<file path="src/design/spring_force_3d_defines.svh">
// Assertion macros used by the spring force back pipeline (sf3d_back).
`ifndef SPRING_FORCE_3D_DEFINES_SVH
`define SPRING_FORCE_3D_DEFINES_SVH

// Checks that an implication holds at every clock edge outside reset.
`define SF_ASSERT_IMP(label, clk_s, rst_s, ante, cons, msg) \
    label: assert property (@(posedge clk_s) disable iff (!rst_s) (ante) |-> (cons)) \
        else $error(msg);

// Checks that an event is followed by another in the next cycle.
`define SF_ASSERT_NEXT(label, clk_s, rst_s, ante, cons, msg) \
    label: assert property (@(posedge clk_s) disable iff (!rst_s) (ante) |=> (cons)) \
        else $error(msg);

`endif

</file>
<file path="src/design/sf3d_pkg.sv">
`timescale 1ns / 1ps
package sf3d_pkg;

    localparam int PosW   = 32;
    localparam int DeltaW = 33;
    localparam int MagW   = 32;
    localparam int SqW    = 66;
    localparam int LenW   = 33;
    localparam int RestW  = 31;
    localparam int StretchW = 34;
    localparam int KsW    = 65;
    localparam int DirW   = 31;
    localparam int RemW   = 35;
    localparam int QDepth = 4;
    localparam int QPtrW  = 2;

    localparam logic [1:0] CfgEnabled = 2'd0;
    localparam logic [1:0] CfgRest    = 2'd1;
    localparam logic [1:0] CfgStiff   = 2'd2;

    typedef struct packed {
        logic signed [DeltaW-1:0] dx;
        logic signed [DeltaW-1:0] dy;
        logic signed [DeltaW-1:0] dz;
        logic                     has_b;
    } sf3d_item_t;

endpackage

</file>
<file path="src/design/sf3d_queue.sv">
`timescale 1ns / 1ps
module sf3d_queue (
    input  logic                 clk,
    input  logic                 rst_n,
    input  logic                 push,
    input  sf3d_pkg::sf3d_item_t push_item,
    input  logic                 pop,
    output logic                 not_empty,
    output sf3d_pkg::sf3d_item_t head
);
    import sf3d_pkg::*;

    sf3d_item_t       mem [QDepth];
    logic [QPtrW-1:0] wr_reg;
    logic [QPtrW-1:0] rd_reg;
    logic [QPtrW:0]   cnt_reg;

    always_ff @(posedge clk or negedge rst_n)
    begin
        if (!rst_n)
        begin
            wr_reg  <= '0;
            rd_reg  <= '0;
            cnt_reg <= '0;
        end
        else
        begin
            if (push)
            begin
                wr_reg <= wr_reg + 1'b1;
            end
            if (pop)
            begin
                rd_reg <= rd_reg + 1'b1;
            end
            cnt_reg <= cnt_reg + (QPtrW+1)'(push) - (QPtrW+1)'(pop);
        end
    end

    always_ff @(posedge clk)
    begin
        if (push)
        begin
            mem[wr_reg] <= push_item;
        end
    end

    assign not_empty = (cnt_reg != '0);
    assign head = mem[rd_reg];
endmodule

</file>
<file path="config.mk">
export PLATFORM = sky130hd
export DESIGN_NAME = sf3d_queue
export DESIGN_NICKNAME = d
export VERILOG_FILES = /design/src/design/spring_force_3d_defines.svh /design/src/design/sf3d_pkg.sv /design/src/design/sf3d_queue.sv
export SDC_FILE = /design/constraint.sdc
export NUM_CORES = 1
export LEC_CHECK = 0
export BUFFER_PORTS_ARGS = -buffer_cell sky130_fd_sc_hd__buf_2
export CORE_ASPECT_RATIO = 1.25
export CORE_MARGIN = 5
export CORE_UTILIZATION = 55
export DETAILED_ROUTE_END_ITERATION = 6
export PLACE_DENSITY = 0.77
export SYNTH_ARGS = -nofsm -noshare
export SYNTH_HDL_FRONTEND = slang
export SYNTH_SLANG_ARGS = --single-unit
</file>
<file path="constraint.sdc">
create_clock -name clk -period 4.8 [get_ports clk]
set_input_delay 0.24 -clock clk [delete_from_list [all_inputs] [get_ports clk]]
set_output_delay 0.24 -clock clk [all_outputs]
set_load 0.01 [all_outputs]
</file>
==> results of run 1 <==
[routing by layer]
metal / wire length, um / global-route usage (%)
met3: 1449 / 3.688
met4: 937 / 7.170
met2: 16740 / 36.35
met5: 0 / 0
met1: 10720 / 23.78
[synthesized netlist by cell type]
master and n:
and2_1 4, buf_2 10, buf_4 2, buf_6 9
clkbuf_1 1, dfrtp_1 7, edfxtp_1 400, fa_1 1
ha_1 6, inv_1 6, mux4_2 100, nand2_1 2
o21ai_0 1, or3_1 1, xnor2_1 3, xor2_1 2
[power groups by stage]
stage	sequential (mW)	combinational, mW	clock (mW)
2_1_floorplan	4.87	2.06	0
3_3_place_gp	4.95	2.95	0
3_5_place_dp	5.01	3.00	0
4_1_cts	4.94	3.08	3.10
5_1_grt	5.00	3.23	3.27
6_report	4.93	3.00	3.04
[stage by stage]
stage	instances	instance area, sq um
floorplan	555	14810
global placement	1091	16190
detailed placement	1091	16190
CTS	1258	18490
global route	1259	18500
finish	1259	18500
[critical path, stage by stage, from the launching register on]
cell	delay (ps)
dfrtp_4	870
buf_12	530
mux4_2	620
buf_2	160
[area by class of cell]
class / instances / area, sq um
clock buffers: 46 / 1045
fillers: 1589 / 8163
flip-flops and latches: 407 / 12190
inverters: 6 / 22.52
clock inverters: 19 / 232.7
multi-input cells: 120 / 2445
diodes: 1 / 2.502
repair buffers: 315 / 2122
well taps: 345 / 431.7
[worst paths after layout]
path / to
worst max-delay path: head[33]
max in group asynchronous: rd_reg[1]
worst max register to register: mem[2][25]
worst min-delay path: wr_reg[0]
min in group asynchronous: rd_reg[0]
worst min register to register: wr_reg[0]
[kinds of logic (layout without fill, tap and decap cells)]
logic type | Yosys count | in the layout | share of synthesized area, %
and+or+nand+nor | 7 | 7 | 0.2618
AOI/OAI and AO/OA | 1 | 1 | 0.03375
xor gates and xnor gates | 5 | 5 | 0.2957
other | 0 | 1 | 0
DFF | 407 | 407 | 82.26
adders and majority gates | 7 | 7 | 0.6419
muxes | 100 | 100 | 15.20
buffers and inverters | 28 | 386 | 1.301
==> flow_metrics.py, run 1 <==
metrics = {
    "timing": {
        "holdWs_ps": 28.79,
        "worst_pin_slew_ps": 1193,
        "setup_ws_ps": 1796,
        "tns_ps": 0,
        "post-route-min-period_ps": 3004,
        "clock.fmax_mhz": 332.9,
        "setup_viol": 0,
        "skew_ps": 12.19,
        "finalCritPeriodShare_pct": 62.59,
        "rsz0062_at_grt": "false",
        "hold_viol_final": 0,
        "maxSlewViolCount": 0,
        "relSlewSlack_pct": 20.49,
    },
    "clocking": {
        "cts_resized": 0,
        "clockBufferDepth": 3,
        "htreeDepth": 2,
        "insertion_delay_ps": 520,
        "clock-root-buffer": "clkbuf_16",
        "cts_hold_buffers": 102,
        "cts_tree": "yes",
        "cts_made_buffers": 38,
        "cts.clk_slew.worst_paths_ps": 60,
        "cts_sinks": 407,
        "cts_setup_buffers": 0,
    },
    "grt": {
        "antenna_found_initial": 1,
        "grt_pass1_wl_mm": 45.51,
        "gr-total-overflow": 0,
        "track_usage_pct": 20.04,
        "grt_max_degree": 75,
        "grt_pass1_vias": 7873,
    },
    "power": {
        "p_clk_share_pct": 27.7,
        "power.net_switching_mw": 3.077,
        "p_sw_share_pct": 28.06,
        "seqPwrFrac_pct": 45.0,
        "power.internal_mw": 7.889,
        "combPwrFrac_pct": 27.4,
        "p_leak_nw": 6.414,
        "finalPower_mw": 10.97,
        "irDropWorstVdd_uv": 397.4,
        "powerDensity_nw_per_um2": 592.9,
    },
    "floorplanning": {
        "initial_core_util_pct": 55.57,
        "dieArea_sq_um": 30340,
        "rows": 67,
        "ioPinCount": 205,
        "fp.dieW_um": 156.8,
        "core_sq_um": 26660,
        "die_h_um": 193.5,
    },
    "worst_setup_path": {
        "cp-start-kind": "flip-flop",
        "worstPathMaxFanout": 69,
        "worst_r2r_startpoint": "wr_reg[0]",
        "worstSetupStartpoint": "rd_reg[0]",
        "regToRegSetupSlack_ps": 2340,
        "setup.worst_path.class": "reg2out",
        "cp_data_required_time_ps": 4560,
        "r2r_cells": 4,
        "arrival_ps": 2760,
        "worst_setup_path_end_kind": "output pin",
    },
    "synthesis": {
        "yosysTopAreaCellShare_pct": 81.08,
        "ys_warn_count": 0,
        "synth_area_leader_cell": "edfxtp_1",
        "synth_seq_area_share_pct": 82.26,
        "avgSynthCellArea_sq_um": 26.69,
        "synth_seq_cells": 407,
        "yosys-top-cells-area": "edfxtp_1 81%, mux4_2 15%, dfrtp_1 1.2%",
        "syn-num-nets": 666,
        "ys_types": 16,
        "syn_area_sq_um": 14810,
        "netlist_instances": 555,
    },
    "min_path": {
        "worstHoldStart": "push",
        "hold_path_depth": 2,
        "hp-class": "in2reg",
    },
    "cells_and_area": {
        "largest_reg_flops": 400,
        "final_nets": 999,
        "final_cell_mix": "400 x edfxtp_1, 204 x buf_2, 102 x dlygate4sd3_1",
        "layout_commonest_cell": "edfxtp_1",
        "utilization_pct": 69.38,
        "final_layout_size_suffix_gt1_share_pct": 41.18,
        "area.growth.synth_to_final_pct": 24.85,
    },
    "place": {
        "place.gp.congestion": 0.7294,
        "dpl.hpwl_mm": 17.37,
        "io_buffers": 204,
        "place_ws_ps": 2222,
    },
    "detailed_routing": {
        "vias": 7011,
        "drc": 0,
        "avgRoutedWirePerCell_um": 23.71,
        "via_per_inst": 5.569,
        "wl_mm": 29.85,
        "final_antenna_net_count": 0,
        "drt-pass1-iter-count": 4,
        "first_iter_violations": 397,
    },
    "run_status": {
        "status": "finished, final reports clean",
    },
    "job": {
        "maxCapViolations": 0,
    },
}
Note: power is estimated with default switching activity, not from simulation.
==> run 2: changes to the inputs <==
Settings changed: CORE_UTILIZATION 55 to 51, PLACE_DENSITY 0.77 to 0.75.
Clock period 4.8 ns to 2.4 ns, I/O delays scaled along.
==> run 2 against run 1 <==
Effect of this change: non-clock buffer count is 12 higher; global-route usage is 1.4 points lower; setup slack worse by 1700 ps; critical path depth stayed put; register-to-register slack worse by 1700 ps; sequential power is 98% higher; via count is 0.64% higher; routed wire length is 1.7% higher; die area is 7.4% higher.
==> flow_metrics.py, run 2 (synthesis gave the netlist of run 1 again) <==
metrics = {
    "run_status": {
        "status": "finished, final reports clean",
    },
    "timing": {
        "relSlewSlack_pct": 60.53,
        "post-route-min-period_ps": 2261,
        "maxSlewViolCount": 0,
        "tns_ps": 0,
        "finalCritPeriodShare_pct": 94.19,
        "holdWs_ps": 346.3,
        "skew_ps": 12.59,
        "worst_pin_slew_ps": 592.0,
        "setup_ws_ps": 139.3,
        "rsz0062_at_grt": "false",
        "clock.fmax_mhz": 442.3,
        "hold_viol_final": 0,
        "setup_viol": 0,
    },
    "worst_setup_path": {
        "slowest_delay_ps": 610,
        "worst_setup_path_end_kind": "output pin",
        "cp_top_family": "flip-flops",
        "arrival_ps": 2140,
        "worstPathMaxFanout": 12,
        "cp_data_required_time_ps": 2280,
        "cp-start-kind": "flip-flop",
        "slowest_stage": "dfrtp_4",
        "setup.worst_path.class": "reg2out",
        "crit_buf_inv": 2,
        "path_cells": "buf_4 -> mux4_2 -> buf_2",
    },
    "grt": {
        "grt_pass1_wl_mm": 46.05,
        "grt_max_degree": 63,
        "track_usage_pct": 18.64,
        "grt_pass1_vias": 8063,
        "antenna_found_initial": 3,
        "gr-total-overflow": 0,
    },
    "detailed_routing": {
        "avgRoutedWirePerCell_um": 22.92,
        "final_antenna_net_count": 0,
        "drt-pass1-iter-count": 5,
        "vias": 7056,
        "via_per_inst": 5.329,
        "drc": 0,
        "wl_mm": 30.35,
        "first_iter_violations": 479,
    },
    "job": {
        "maxCapViolations": 0,
    },
    "floorplanning": {
        "core_sq_um": 28580,
        "ioPinCount": 205,
        "fp.dieW_um": 162.4,
        "rows": 69,
        "initial_core_util_pct": 51.84,
        "dieArea_sq_um": 32580,
        "die_h_um": 200.6,
    },
    "power": {
        "finalPower_mw": 22.04,
        "p_leak_nw": 6.475,
        "irDropWorstVdd_uv": 782.6,
        "powerDensity_nw_per_um2": 1176,
    },
    "clocking": {
        "cts.clk_slew.worst_paths_ps": 60,
        "htreeDepth": 2,
        "cts_made_buffers": 40,
        "cts_tree": "yes",
        "clock-root-buffer": "clkbuf_16",
        "cts_sinks": 407,
        "clockBufferDepth": 3,
        "insertion_delay_ps": 520,
    },
    "cells_and_area": {
        "area.growth.synth_to_final_pct": 26.51,
        "layout_commonest_cell": "edfxtp_1",
        "fillers": 1852,
        "final_nets": 1013,
        "final_cell_mix": "400 x edfxtp_1, 204 x buf_2, 104 x dlygate4sd3_1",
        "largest_reg_flops": 400,
        "utilization_pct": 65.59,
        "final_cells": 1324,
        "stdcell_area_sq_um": 18740,
        "final_layout_size_suffix_gt1_share_pct": 40.75,
    },
    "place": {
        "place_ws_ps": 472.9,
        "dpl.hpwl_mm": 17.61,
        "placed_area_sq_um": 16450,
        "place.gp.congestion": 0.7480,
        "place_inst": 1144,
        "io_buffers": 204,
    },
    "min_path": {
        "hp-class": "in2reg",
    },
}
-- run 2: cell types whose count changed in the layout (fill, tap and decap cells not counted), sizes merged --
cell,before,now
clkinvlp,2,3
clkinv,11,17
diode,1,4
dlygate4sd3,102,104
buf,213,223
clkbuf,46,47
bufinv,5,2
-- run 2: worst paths after layout --
kind,depth (start not counted),endpoint,slack [ps],startpoint
max,3,head[60],140,rd_reg[0]
min,2,mem[1][2],350,push_item[2]
max reg2reg,4,mem[0][57],600,wr_reg[0]
min reg2reg,1,wr_reg[0],590,wr_reg[0]
max in group asynchronous,3,rd_reg[1],1510,rst_n
min in group asynchronous,3,rd_reg[0],590,rst_n
-- run 2: layer usage --
layer  GRT usage (%)  wire length, um  vias up
met5               0                0        -
met4           6.044              765        0
met3           3.964             1720       48
met2           34.03            16650      238
met1           21.92            11210     3672
li1                -                -     3098
-- run 2: repair_timing --
item,CTS,global route
buffers inserted,1,1
endpoints found under the hold margin,412,0
resized for setup,0,0
endpoints found under the setup margin,72,3
hold buffers,104,0
-- run 2: area by class of cell --
type                       instances  area (sq um)  area share (%)
tap                              390         488.0           2.604
sequential                       407         12190           65.06
clock inverter                    23         158.9          0.8479
inverter                           6         22.52          0.1202
clock buffer                      47          1049           5.595
timing repair buffer             327          2375           12.67
antenna                            4         10.01         0.05341
multi-input combinational        120          2445           13.04
-- run 2: report_power, final --
part / total (mW) / switching [mW] / internal, mW
registers: 9.77 / 0.468 / 9.30
logic: 6.52 / 3.40 / 3.12
clock network: 5.75 / 2.43 / 3.33
total: 22.0 / 6.30 / 15.7
