==> src/design/spring_force_3d_defines.svh <==
// Assertion macros used by the spring force back pipeline (sf3d_back).
`ifndef SPRING_FORCE_3D_DEFINES_SVH
`define SPRING_FORCE_3D_DEFINES_SVH

// Checks that an implication holds at every clock edge outside reset.
`define SF_ASSERT_IMP(label, clk_s, rst_s, ante, cons, msg) \
    label: assert property (@(posedge clk_s) disable iff (!rst_s) (ante) |-> (cons)) \
        else $error(msg);

// Checks that an event is followed by another in the next cycle.
`define SF_ASSERT_NEXT(label, clk_s, rst_s, ante, cons, msg) \
    label: assert property (@(posedge clk_s) disable iff (!rst_s) (ante) |=> (cons)) \
        else $error(msg);

`endif

==> src/design/sf3d_pkg.sv <==
`timescale 1ns / 1ps
package sf3d_pkg;

    localparam int PosW   = 32;
    localparam int DeltaW = 33;
    localparam int MagW   = 32;
    localparam int SqW    = 66;
    localparam int LenW   = 33;
    localparam int RestW  = 31;
    localparam int StretchW = 34;
    localparam int KsW    = 65;
    localparam int DirW   = 31;
    localparam int RemW   = 35;
    localparam int QDepth = 4;
    localparam int QPtrW  = 2;

    localparam logic [1:0] CfgEnabled = 2'd0;
    localparam logic [1:0] CfgRest    = 2'd1;
    localparam logic [1:0] CfgStiff   = 2'd2;

    typedef struct packed {
        logic signed [DeltaW-1:0] dx;
        logic signed [DeltaW-1:0] dy;
        logic signed [DeltaW-1:0] dz;
        logic                     has_b;
    } sf3d_item_t;

endpackage

==> src/design/sf3d_front.sv <==
`timescale 1ns / 1ps
module sf3d_front (
    input  logic                    clk,
    input  logic                    rst_n,
    input  logic                    take,
    input  logic                    enabled,
    input  logic signed [31:0]      pos_a_x,
    input  logic signed [31:0]      pos_a_y,
    input  logic signed [31:0]      pos_a_z,
    input  logic signed [31:0]      pos_b_x,
    input  logic signed [31:0]      pos_b_y,
    input  logic signed [31:0]      pos_b_z,
    input  logic                    has_body_b,
    output logic                    item_valid,
    output sf3d_pkg::sf3d_item_t    item
);
    import sf3d_pkg::*;

    logic       valid_reg;
    sf3d_item_t item_reg;
    sf3d_item_t item_next;

    // The item is classified here: disabled transactions are dropped, and an
    // absent body B is replaced by the origin.
    always_comb
    begin
        item_next.has_b = has_body_b;
        item_next.dx = DeltaW'(pos_a_x) - (has_body_b ? DeltaW'(pos_b_x) : '0);
        item_next.dy = DeltaW'(pos_a_y) - (has_body_b ? DeltaW'(pos_b_y) : '0);
        item_next.dz = DeltaW'(pos_a_z) - (has_body_b ? DeltaW'(pos_b_z) : '0);
    end

    always_ff @(posedge clk or negedge rst_n)
    begin
        if (!rst_n)
        begin
            valid_reg <= 1'b0;
        end
        else
        begin
            valid_reg <= take && enabled;
        end
    end

    always_ff @(posedge clk)
    begin
        if (take)
        begin
            item_reg <= item_next;
        end
    end

    assign item_valid = valid_reg;
    assign item = item_reg;
endmodule

==> config.mk <==
export PLATFORM = sky130hd
export DESIGN_NAME = sf3d_front
export DESIGN_NICKNAME = d
export VERILOG_FILES = /design/src/design/spring_force_3d_defines.svh /design/src/design/sf3d_pkg.sv /design/src/design/sf3d_front.sv
export SDC_FILE = /design/constraint.sdc
export NUM_CORES = 1
export LEC_CHECK = 0
export BUFFER_PORTS_ARGS = -buffer_cell sky130_fd_sc_hd__buf_4
export CORE_MARGIN = 5
export CORE_UTILIZATION = 35
export DETAILED_ROUTE_END_ITERATION = 16
export GPL_ROUTABILITY_DRIVEN = 1
export PLACE_DENSITY = 0.7
export SLEW_MARGIN = 20
export SYNTH_ARGS = -nofsm -noshare
export SYNTH_HDL_FRONTEND = slang
export SYNTH_SLANG_ARGS = --single-unit
==> constraint.sdc <==
create_clock -name clk -period 0.8 [get_ports clk]
set_clock_uncertainty 0.1 [all_clocks]
set_input_delay 0.12 -clock clk [delete_from_list [all_inputs] [get_ports clk]]
set_output_delay 0.12 -clock clk [all_outputs]
set_load 0.01 [all_outputs]
==> results of run 1 <==
[report_power, final]
| group | total (W) | internal, W | switching, W |
|---|---|---|---|
| clock | 0.00426 | 0.00212 | 0.00215 |
| sequential | 0.00748 | 0.00701 | 0.000463 |
| combinational | 0.0126 | 0.00693 | 0.00564 |
[worst min-delay path by stage]
stage / start / cells after the start / endpoint / slack, ps
detailed placement: rst_n / 1 / item_valid / -200
finish: pos_a_z[31] / 3 / item[33] / 140
global placement: rst_n / 1 / item_valid / -210
floorplan: rst_n / 0 / item_valid / -280
global route: pos_a_z[31] / 3 / item[33] / 140
CTS: pos_a_x[0] / 4 / item[67] / 130
[synthesized netlist by cell type, types with 5 or more instances]
cell,count,share of area
a21o_1,48,0.042
nand2_1,140,0.061
o21a_1,14,0.012
a31oi_1,21,0.015
o211ai_1,11,0.0097
a41oi_1,5,0.0051
o31a_1,6,0.0061
a211oi_1,7,0.0061
clkbuf_1,29,0.013
nor2b_1,9,0.0066
nor2_1,50,0.022
nand2b_1,10,0.0073
inv_1,36,0.016
nor3_1,7,0.0041
xnor2_1,57,0.058
and2_1,9,0.0066
xor2_1,24,0.025
a311oi_1,7,0.0072
nand4_1,15,0.011
nand3_1,13,0.0076
and3_1,6,0.0044
o21bai_1,8,0.0070
a21oi_1,86,0.050
ha_1,96,0.14
edfxtp_1,100,0.35
o21ai_0,55,0.032
[placed cells by master, fill, tap and decap left out, types with 8 or more instances in the layout]
cell type,n
nand4_1,15
xnor2_2,9
inv_1,33
edfxtp_1,100
nand3_1,12
a21oi_2,44
a21oi_4,9
nand2_4,14
a21o_1,48
a31oi_1,14
o211ai_1,11
nand2_2,20
clkbuf_16,9
ha_1,46
o21ai_1,11
o21ai_2,19
ha_4,47
buf_12,10
o21a_1,14
xor2_1,18
a21oi_1,33
nand2_1,106
xnor2_1,48
buf_4,480
nand2b_1,8
buf_6,129
o21ai_0,19
nor2_1,44
[per-stage QoR]
stage / util / hold slack [ps] / total power, W / TNS [ps] / setup WS (ps)
detailed placement: 0.5517 / -204.3 / 0.01707 / -180630 / -2141
finish: 0.6708 / 137.2 / 0.02432 / -147870 / -1605
global route: 0.6708 / 143.0 / 0.02555 / -156340 / -1679
global placement: 0.5517 / -205.2 / 0.01688 / -177200 / -2099
CTS: 0.6221 / 127.1 / 0.02278 / -146710 / -1588
floorplan: - / -275.6 / 0.01189 / -146230 / -2106
[routing by layer]
metal	global-route usage	up-vias
li1	-	4663
met1	0.2496	4722
met2	0.4047	366
met3	0.04808	95
met4	0.1039	2
met5	0	-
[what timing repair did]
action / 4_1_cts / 5_1_grt
hold buffers: 3 / 0
buffers inserted: 31 / 25
endpoints found under the hold margin: 2 / 0
pin swaps: 64 / 95
gates resized for setup: 231 / 231
setup endpoints to repair: 199 / 198
cloned: 1 / 0
[critical path, delay by kind of cell]
kind	cells	cell delay, ps
adder cells (fa/ha/maj)	2	520
XOR/XNOR	1	130
buffers and inverters	3	450
AO/OA/AOI/OAI	4	740
AND/OR/NAND/NOR	3	450
[cells by family (layout without fill, tap and decap cells)]
family | count (synthesis) | count (layout) | synth area share
AOI/OAI and AO/OA | 308 | 308 | 0.2337
xor gates and xnor gates | 81 | 81 | 0.08297
adders and majority gates | 99 | 99 | 0.1475
buffers and inverters | 70 | 679 | 0.03468
DFF | 101 | 101 | 0.3541
muxes | 1 | 1 | 0.001317
other | 0 | 3 | 0
and+or+nand+nor | 276 | 276 | 0.1457
[area by class of cell]
| type | count | share of cell area |
|---|---|---|
| well taps | 324 | 0.02500 |
| clock buffers | 10 | 0.01412 |
| clock inverters | 6 | 0.002392 |
| flip-flops and latches | 101 | 0.1867 |
| inverters | 36 | 0.008332 |
| multi-input cells | 765 | 0.4324 |
| repair buffers | 627 | 0.3306 |
| diodes | 3 | 0.0004629 |
==> flow_summary_export.csv, run 1 <==
group,metric,value,unit
status,outcome,"finished, violations left",
status,failed_checks,"negative setup slack",
setup_path,category_of_the_worst_setup_path_launch_point,"input port",
placement,routabilityCongestion,0.9243,
power_and_ir_drop,pwr_density_cell,1499,nW/um^2
drt,met3RoutedLength,1999,um
synth,yosysWarningCount,0,
floorplanning,fp.dieW,166.3,um
sta,share_of_the_clock_period_used_by_the_worst_path,3.006,
setup_path,cp_cell_sequence,"buf_12 -> buf_12 -> and2_4 -> ha_4 -> fa_2 -> nand2b_4 -> a21oi_2 -> o211ai_1 -> nand2b_1 -> o31a_1 -> a31oi_2 -> buf_4 -> xnor2_2",
grt,grt.overflow.total,0,
synth,ys_dominant_reg_cell,"edfxtp_1",
finish,stdcell_count,1872,
cts,clk_root_buffer_cell,"clkbuf_16",
drt,postRouteWirelength,35190,um
grt,grt_max_degree,31,
drt,wl_met1,13090,um
setup_path,worstSetupPathType,"in -> reg",
setup_path,crit_path_max_fanout,7,
finish,multi_input_area,7013,um^2
sta,report.final.slew_viol_count,0,
floorplanning,dieHeight,166.3,um
setup_path,required,800,ps
synth,ys_async_sr_fraction,0.009901,
finish,stdcell_area,16220,um^2
cts,clk_pin_slew_worst_paths,80,ps
sta,report.final.setup_viol,198,
setup_path,crit_path_start,"has_body_b",
sta,layout_min_cycle_time,2405,ps
sta,finalHoldViolCount,0,
drt,route.top_layer_used,"met5",
power_and_ir_drop,max-vdd-ir-drop,0.0009194,V
drt,drt-pass1-iter-count,7,
synth,synth-edff-count,100,
drt,remaining_drc_errors,0,
run,maxCapViolCount,0,
finish,largest_register_ffs,100,
floorplanning,die_area,27660,um^2
synth,post_synth_instance_area,8551,um^2
finish,layout-drive-gt1-share,0.5838,
placement,buffer_ports.inserted,297,
sta,grt_setup_unrepaired,"true",
sta,maxSlewHeadroom,0.7082,
power_and_ir_drop,power.leakage,7.155,nW
grt,grt_pass1_wl,50760,um
grt,grt_antenna_before_repair,4,
setup_path,worst_path_max_delay_cell,"fa_2",
floorplanning,floorplan.initialDensity,0.3537,
drt,drt-wirelength-per-cell,18.80,um
cts,clock_tree.htree_level_count,3,
placement,placed_cell_count,1802,
synth,synth_area_per_cell,9.135,um^2
placement,instance_area_at_placement,13340,um^2
setup_path,crit_arrival,2410,ps
finish,filler_cell_count_in_the_final_layout,1744,
synth,synthesized_flop_and_latch_total,101,
drt,vias,9848,
worst_hold_path,worst_hold_path_type,"in -> reg",
setup_path,crit_path_frequent_cell,"buf_12",
drt,detailedRoute.firstIterationViolations,525,
grt,globalRouteTotalUtil,0.2232,
floorplanning,ioPinCount,298,
synth,netlist-cell-type-count,63,
finish,finalNetCount,1836,
synth,postSynthCellCount,936,
setup_path,critical-path-max-stage-delay,350,ps
drt,remaining_antenna_violation_count_after_routing,0,
cts,tritoncts_clock_tree,"built",
cts,cts-buffers-inserted,9,
setup_path,worst_setup_path_end_kind,"flop",
cts,clock_sinks,101,
synth,mappedNetlistNets,1232,
finish,area.sequential,3028,um^2
sta,maxClockFrequency,415.9,MHz
sta,worstMarginPinSlew,435.1,ps
cts,clockBufferDepth,2,
sta,final.setup.worst_slack,-1605,ps
synth,yosysSeqAreaShare,0.3541,
floorplanning,placementRows,57,
finish,area.growth.synth_to_final,89.67,%
placement,place_hpwl,25250,um
drt,dr_wl_met2,18530,um
drt,via_density_per_instance,5.261,
grt,first_global_vias,10120,
floorplanning,core,24180,um^2
setup_path,worst_setup_path_endpoint,"item[54]",
No activity file was read; power rests on OpenSTA's default activity.
==> inputs of run 2 (changes only) <==
CELL_PAD_IN_SITES_DETAIL_PLACEMENT = 0   (was default)
CELL_PAD_IN_SITES_GLOBAL_PLACEMENT = 2   (was default)
CORE_UTILIZATION = 30   (was 35)
PLACE_DENSITY = 0.93   (was 0.7)
==> run 2 against run 1 <==
  * The run ends with negative hold slack, negative setup slack left
  * Maximum frequency down 1.9%
  * Largest power group unchanged
  * Die area rose by 16%
  * First-iteration DRC count increased by 9.7%
  * Sequential cell count stayed put
  * Count of clock-buffer cells in the layout is 1 higher
  * Sequential power hardly changed
  * Highest routed layer is now met4
==> flow_summary_export.csv, run 2 (synthesized netlist as in run 1, its figures left out) <==
group,metric,value,unit
grt,grt_max_degree,36,
grt,use_met3,0.02826,
cts,clock_sinks,101,
status,failed_checks,"negative hold slack, negative setup slack",
power_and_ir_drop,power.leakage,7.391,nW
floorplanning,fp.dieW,178.8,um
setup_path,path_delay_family,"compound AO/OA/AOI/OAI gates",
finish,stdcell_area,16730,um^2
cts,clk_pin_slew_worst_paths,80,ps
sta,report.final.slew_viol_count,0,
sta,share_of_the_clock_period_used_by_the_worst_path,3.064,
setup_path,required,800,ps
floorplanning,ioPinCount,298,
drt,detailedRoute.firstIterationViolations,576,
sta,final.setup.worst_slack,-1651,ps
cts,clockBufferDepth,2,
worst_hold_path,worst_hold_path_type,"in -> async",
floorplanning,placementRows,61,
drt,vias,9814,
finish,layout_common_cells,"476 x buf_4, 158 x buf_6, 102 x nand2_1, 100 x edfxtp_1, 50 x ha_1",
grt,busiest_layer,"met2",
finish,final_common_cell,"buf_4",
drt,drt-pass1-iter-count,5,
power_and_ir_drop,max-vdd-ir-drop,0.0009684,V
cts,hold_buffers,3,
placement,routabilityCongestion,0.9053,
grt,met2_usage,0.3677,
placement,buffer_ports.inserted,297,
drt,remaining_drc_errors,0,
drt,postRouteWirelength,35430,um
grt,first_global_vias,10050,
cts,tritoncts_clock_tree,"built",
drt,via_density_per_instance,5.035,
setup_path,cp_cell_sequence,"buf_16 -> buf_8 -> and2_4 -> ha_4 -> fa_2 -> nand2b_4 -> a21oi_4 -> o211ai_1 -> nand2b_1 -> o31a_1 -> buf_4 -> a31oi_4 -> buf_6 -> xnor2_2",
sta,worstMarginPinSlew,436.5,ps
sta,holdWs,-14.44,ps
floorplanning,core,27930,um^2
setup_path,crit_path_max_fanout,4,
sta,layout_min_cycle_time,2451,ps
floorplanning,die_area,31980,um^2
grt,grtUsageMet1,0.2430,
setup_path,worst_setup_path_end_kind,"flop",
drt,remaining_antenna_violation_count_after_routing,0,
finish,largest_register_ffs,100,
floorplanning,floorplan.initialDensity,0.3061,
setup_path,critical-path-max-stage-delay,370,ps
power_and_ir_drop,power.total,0.02511,W
setup_path,crit_arrival,2450,ps
setup_path,worstPathBufferInverterCount,4,
placement,place_hpwl,26190,um
grt,grt.overflow.total,0,
drt,drt-wirelength-per-cell,18.18,um
status,outcome,"finished, violations left",
setup_path,category_of_the_worst_setup_path_launch_point,"input port",
finish,stdcell_count,1949,
cts,cts-buffers-inserted,9,
run,maxCapViolCount,0,
placement,placed_cell_count,1855,
power_and_ir_drop,pwr_density_cell,1501,nW/um^2
sta,report.final.setup_viol,198,
grt,grt_antenna_before_repair,2,
grt,grt_pass1_wl,51700,um
finish,layout-drive-gt1-share,0.5921,
sta,finalHoldViolCount,1,
sta,maxSlewHeadroom,0.7083,
floorplanning,dieHeight,178.8,um
placement,instance_area_at_placement,13390,um^2
cts,clk_root_buffer_cell,"clkbuf_16",
sta,maxClockFrequency,407.9,MHz
sta,finalSetupTns,-148720,ps
setup_path,worstSetupPathType,"in -> reg",
grt,globalRouteTotalUtil,0.2040,
setup_path,worst_path_max_delay_cell,"fa_2",
cts,clock_tree.htree_level_count,3,
sta,grt_setup_unrepaired,"true",
finish,area.growth.synth_to_final,95.68,%
finish,finalNetCount,1860,
placement,place_ws,-2199,ps
finish,filler_cell_count_in_the_final_layout,2288,
==> run 2: cell types whose count changed in the layout (fill, tap and decap cells not counted), sizes merged <==
cell / before / now
bufinv: 0 / 1
dlygate4sd3: 3 / 2
diode: 3 / 2
buf: 624 / 648
clkinv: 4 / 2
clkbuf: 10 / 12
==> run 2: layer usage <==
layer | vias to the layer above | wire, um
li1 | 4724 | -
met1 | 4692 | 14020
met2 | 318 | 18220
met3 | 80 | 1739
met4 | 0 | 1452
met5 | - | 0
==> run 2: area by class of cell <==
type                            count  area, um^2  share of cell area
Clock buffer                       11       232.7             0.01391
Tap cell                          378       473.0             0.02827
Sequential cell                   101        3028              0.1810
Clock inverter                      5       60.06            0.003589
Multi-Input combinational cell    765        7116              0.4253
Inverter                           36       135.1            0.008076
Antenna cell                        2       5.005           0.0002991
Timing Repair Buffer              651        5683              0.3396
==> run 2: path summary, 6_finish.rpt <==
check,to,startpoint,cells after the start
min,item_valid,rst_n,2
max in group asynchronous,item_valid,rst_n,2
min in group clk,item[11],take,1
max,item[54],has_body_b,14
==> run 2: where the power goes <==
| part | switching (W) | internal [W] | leakage (nW) |
|---|---|---|---|
| registers | 0.000459 | 0.00701 | 0.991 |
| logic | 0.00573 | 0.00726 | 6.26 |
| clock network | 0.00221 | 0.00245 | 0.140 |
==> run 2: what timing repair did <==
item | 4_1_cts | 5_1_grt
endpoints found under the hold margin | 3 | 1
gates cloned | 3 | 1
pin swaps | 115 | 117
resized for setup | 298 | 215
setup buffers | 68 | 40
endpoints found under the setup margin | 199 | 198
==> run 2: metrics by stage <==
stage / utilization / hold WS, ps
detailed placement: 0.4792 / -203.0
finish: 0.5990 / -14.44
floorplan: - / -275.6
CTS: 0.5594 / -5.195
global placement: 0.4792 / -204.6
global route: 0.5990 / -11.07
==> inputs of run 3 (changes only) <==
BUFFER_PORTS_ARGS = -buffer_cell sky130_fd_sc_hd__buf_2   (was -buffer_cell sky130_fd_sc_hd__buf_4)
==> run 3 against run 2 <==
  * The run still ends with negative hold slack, negative setup slack left
  * Maximum frequency increased by 1.8%
  * Core utilization decreased by 6.3 points
  * First-iteration DRC count decreased by 8.0%
  * Non-clock buffer count decreased by 8
  * Wire length decreased by 5.4%
  * Clock power decreased by 12%
  * Sequential power decreased by 2%
  * Via count decreased by 1.8%
  * Cell count decreased by 0.41%
==> flow_summary_export.csv, run 3 (synthesized netlist as in run 1, its figures left out) <==
group,metric,value,unit
status,failed_checks,"negative hold slack, negative setup slack",
finish,stdcell_area,14970,um^2
floorplanning,placementRows,61,
grt,first_global_vias,9684,
finish,filler_cell_count_in_the_final_layout,2563,
cts,cts-buffers-inserted,9,
sta,layout_min_cycle_time,2409,ps
drt,vias,9634,
cts,clockBufferDepth,2,
cts,tritoncts_clock_tree,"built",
grt,grt_antenna_before_repair,4,
finish,final_common_cell,"buf_4",
placement,buffer_ports.inserted,297,
grt,globalRouteTotalUtil,0.1935,
sta,maxSlewHeadroom,0.7392,
sta,finalHoldViolCount,1,
finish,largest_register_ffs,100,
cts,clock_sinks,101,
sta,grt_setup_unrepaired,"true",
finish,finalNetCount,1852,
cts,clock_tree.htree_level_count,3,
cts,clk_pin_slew_worst_paths,70,ps
sta,report.final.slew_viol_count,0,
sta,report.final.setup_viol,197,
drt,detailedRoute.firstIterationViolations,530,
setup_path,worst_setup_path_endpoint,"item[64]",
grt,use_met3,0.03184,
floorplanning,fp.dieW,178.8,um
floorplanning,die_area,31980,um^2
setup_path,category_of_the_worst_setup_path_launch_point,"input port",
drt,remaining_antenna_violation_count_after_routing,0,
placement,place_hpwl,25980,um
sta,share_of_the_clock_period_used_by_the_worst_path,3.011,
floorplanning,floorplan.initialDensity,0.3061,
setup_path,worst_setup_path_end_kind,"flop",
status,outcome,"finished, violations left",
finish,multi_input_area,6658,um^2
setup_path,crit_path_max_fanout,6,
run,maxCapViolCount,0,
floorplanning,dieHeight,178.8,um
sta,maxClockFrequency,415.1,MHz
setup_path,crit_path_start,"has_body_b",
finish,layout_common_cells,"299 x buf_4, 293 x buf_2, 121 x nand2_1, 100 x edfxtp_1, 56 x ha_1",
power_and_ir_drop,max-vdd-ir-drop,0.0008480,V
drt,drt-pass1-iter-count,5,
sta,holdWs,-30.10,ps
worst_hold_path,worst_hold_path_type,"in -> async",
floorplanning,ioPinCount,298,
power_and_ir_drop,pwr_density_cell,1504,nW/um^2
setup_path,worstSetupPathType,"in -> reg",
drt,postRouteWirelength,33510,um
grt,grt.overflow.total,0,
grt,grt_pass1_wl,49380,um
grt,busiest_layer,"met2",
cts,hold_buffers,3,
sta,worstMarginPinSlew,387.1,ps
power_and_ir_drop,power.leakage,6.764,nW
sta,final.setup.worst_slack,-1609,ps
setup_path,required,790,ps
placement,instance_area_at_placement,12670,um^2
grt,grt_max_degree,29,
finish,area.sequential,3028,um^2
drt,via_density_per_instance,4.963,
placement,routabilityCongestion,0.9036,
grt,grtUsageMet1,0.2339,
finish,layout-drive-gt1-share,0.5581,
setup_path,crit_arrival,2400,ps
finish,area.growth.synth_to_final,75.07,%
drt,remaining_drc_errors,0,
floorplanning,core,27930,um^2
drt,drt-wirelength-per-cell,17.26,um
cts,clk_root_buffer_cell,"clkbuf_16",
grt,met2_usage,0.3458,
run 3: cell count changes in the layout (fill, tap and decap cells not counted), moves of 12 or more:
cell	before	now
buf_2	0	293
buf_4	476	299
buf_6	158	33
nand2_1	102	121
xnor2_1	39	52
xnor2_2	17	5
run 3: worst min path at each step:
stage                 endpoint  slack [ps]  startpoint
CTS                   item[17]          40        take
finish              item_valid         -30       rst_n
floorplan           item_valid        -280       rst_n
detailed placement  item_valid        -200       rst_n
global placement    item_valid        -210       rst_n
global route        item_valid          -7       rst_n
run 3: per-stage QoR:
stage / power, W / instances / setup TNS [ps] / util / setup slack, ps
floorplan: 0.01189 / 936 / -146230 / - / -2106
global placement: 0.01625 / 1856 / -186420 / 0.4535 / -2265
detailed placement: 0.01637 / 1856 / -189520 / 0.4535 / -2267
CTS: 0.02166 / 1910 / -150040 / 0.5057 / -1630
global route: 0.02374 / 1941 / -159170 / 0.5359 / -1669
finish: 0.02251 / 1941 / -150520 / 0.5359 / -1609
run 3: power breakdown:
part           switching (W)  internal, W  leakage (nW)
clock network        0.00205      0.00207         0.125
registers           0.000298      0.00699         0.991
logic                0.00539      0.00571          5.65
total                0.00774       0.0148          6.76
run 3: per-layer routing:
layer / share of wire / wire length (um)
met2: 0.51 / 17090
met5: 0 / 0
met3: 0.052 / 1749
met4: 0.028 / 951
met1: 0.41 / 13720
run 3: what timing repair did:
action / in CTS / in global routing
cloned: 2 / 1
endpoints found under the setup margin: 199 / 198
resized for setup: 182 / 123
endpoints found under the hold margin: 2 / 1
pin swaps: 76 / 65
setup buffers: 36 / 30
run 3: worst max-delay path: stages:
cell,delay (ps)
buf_12,110
buf_12,160
buf_12,130
nand2_4,50
ha_4,220
o211ai_1,260
a21oi_4,70
o211ai_1,220
nand2b_1,100
o31a_1,390
a311oi_2,330
a211oi_2,80
xor2_1,160
run 3: cell type report:
type                    count  share of cell area
multi-input cells         765              0.4447
clock buffers               9             0.01505
flip-flops and latches    101              0.2023
diodes                      4           0.0006687
repair buffers            643              0.2946
inverters                  36            0.009027
well taps                 378             0.03159
clock inverters             5            0.002006
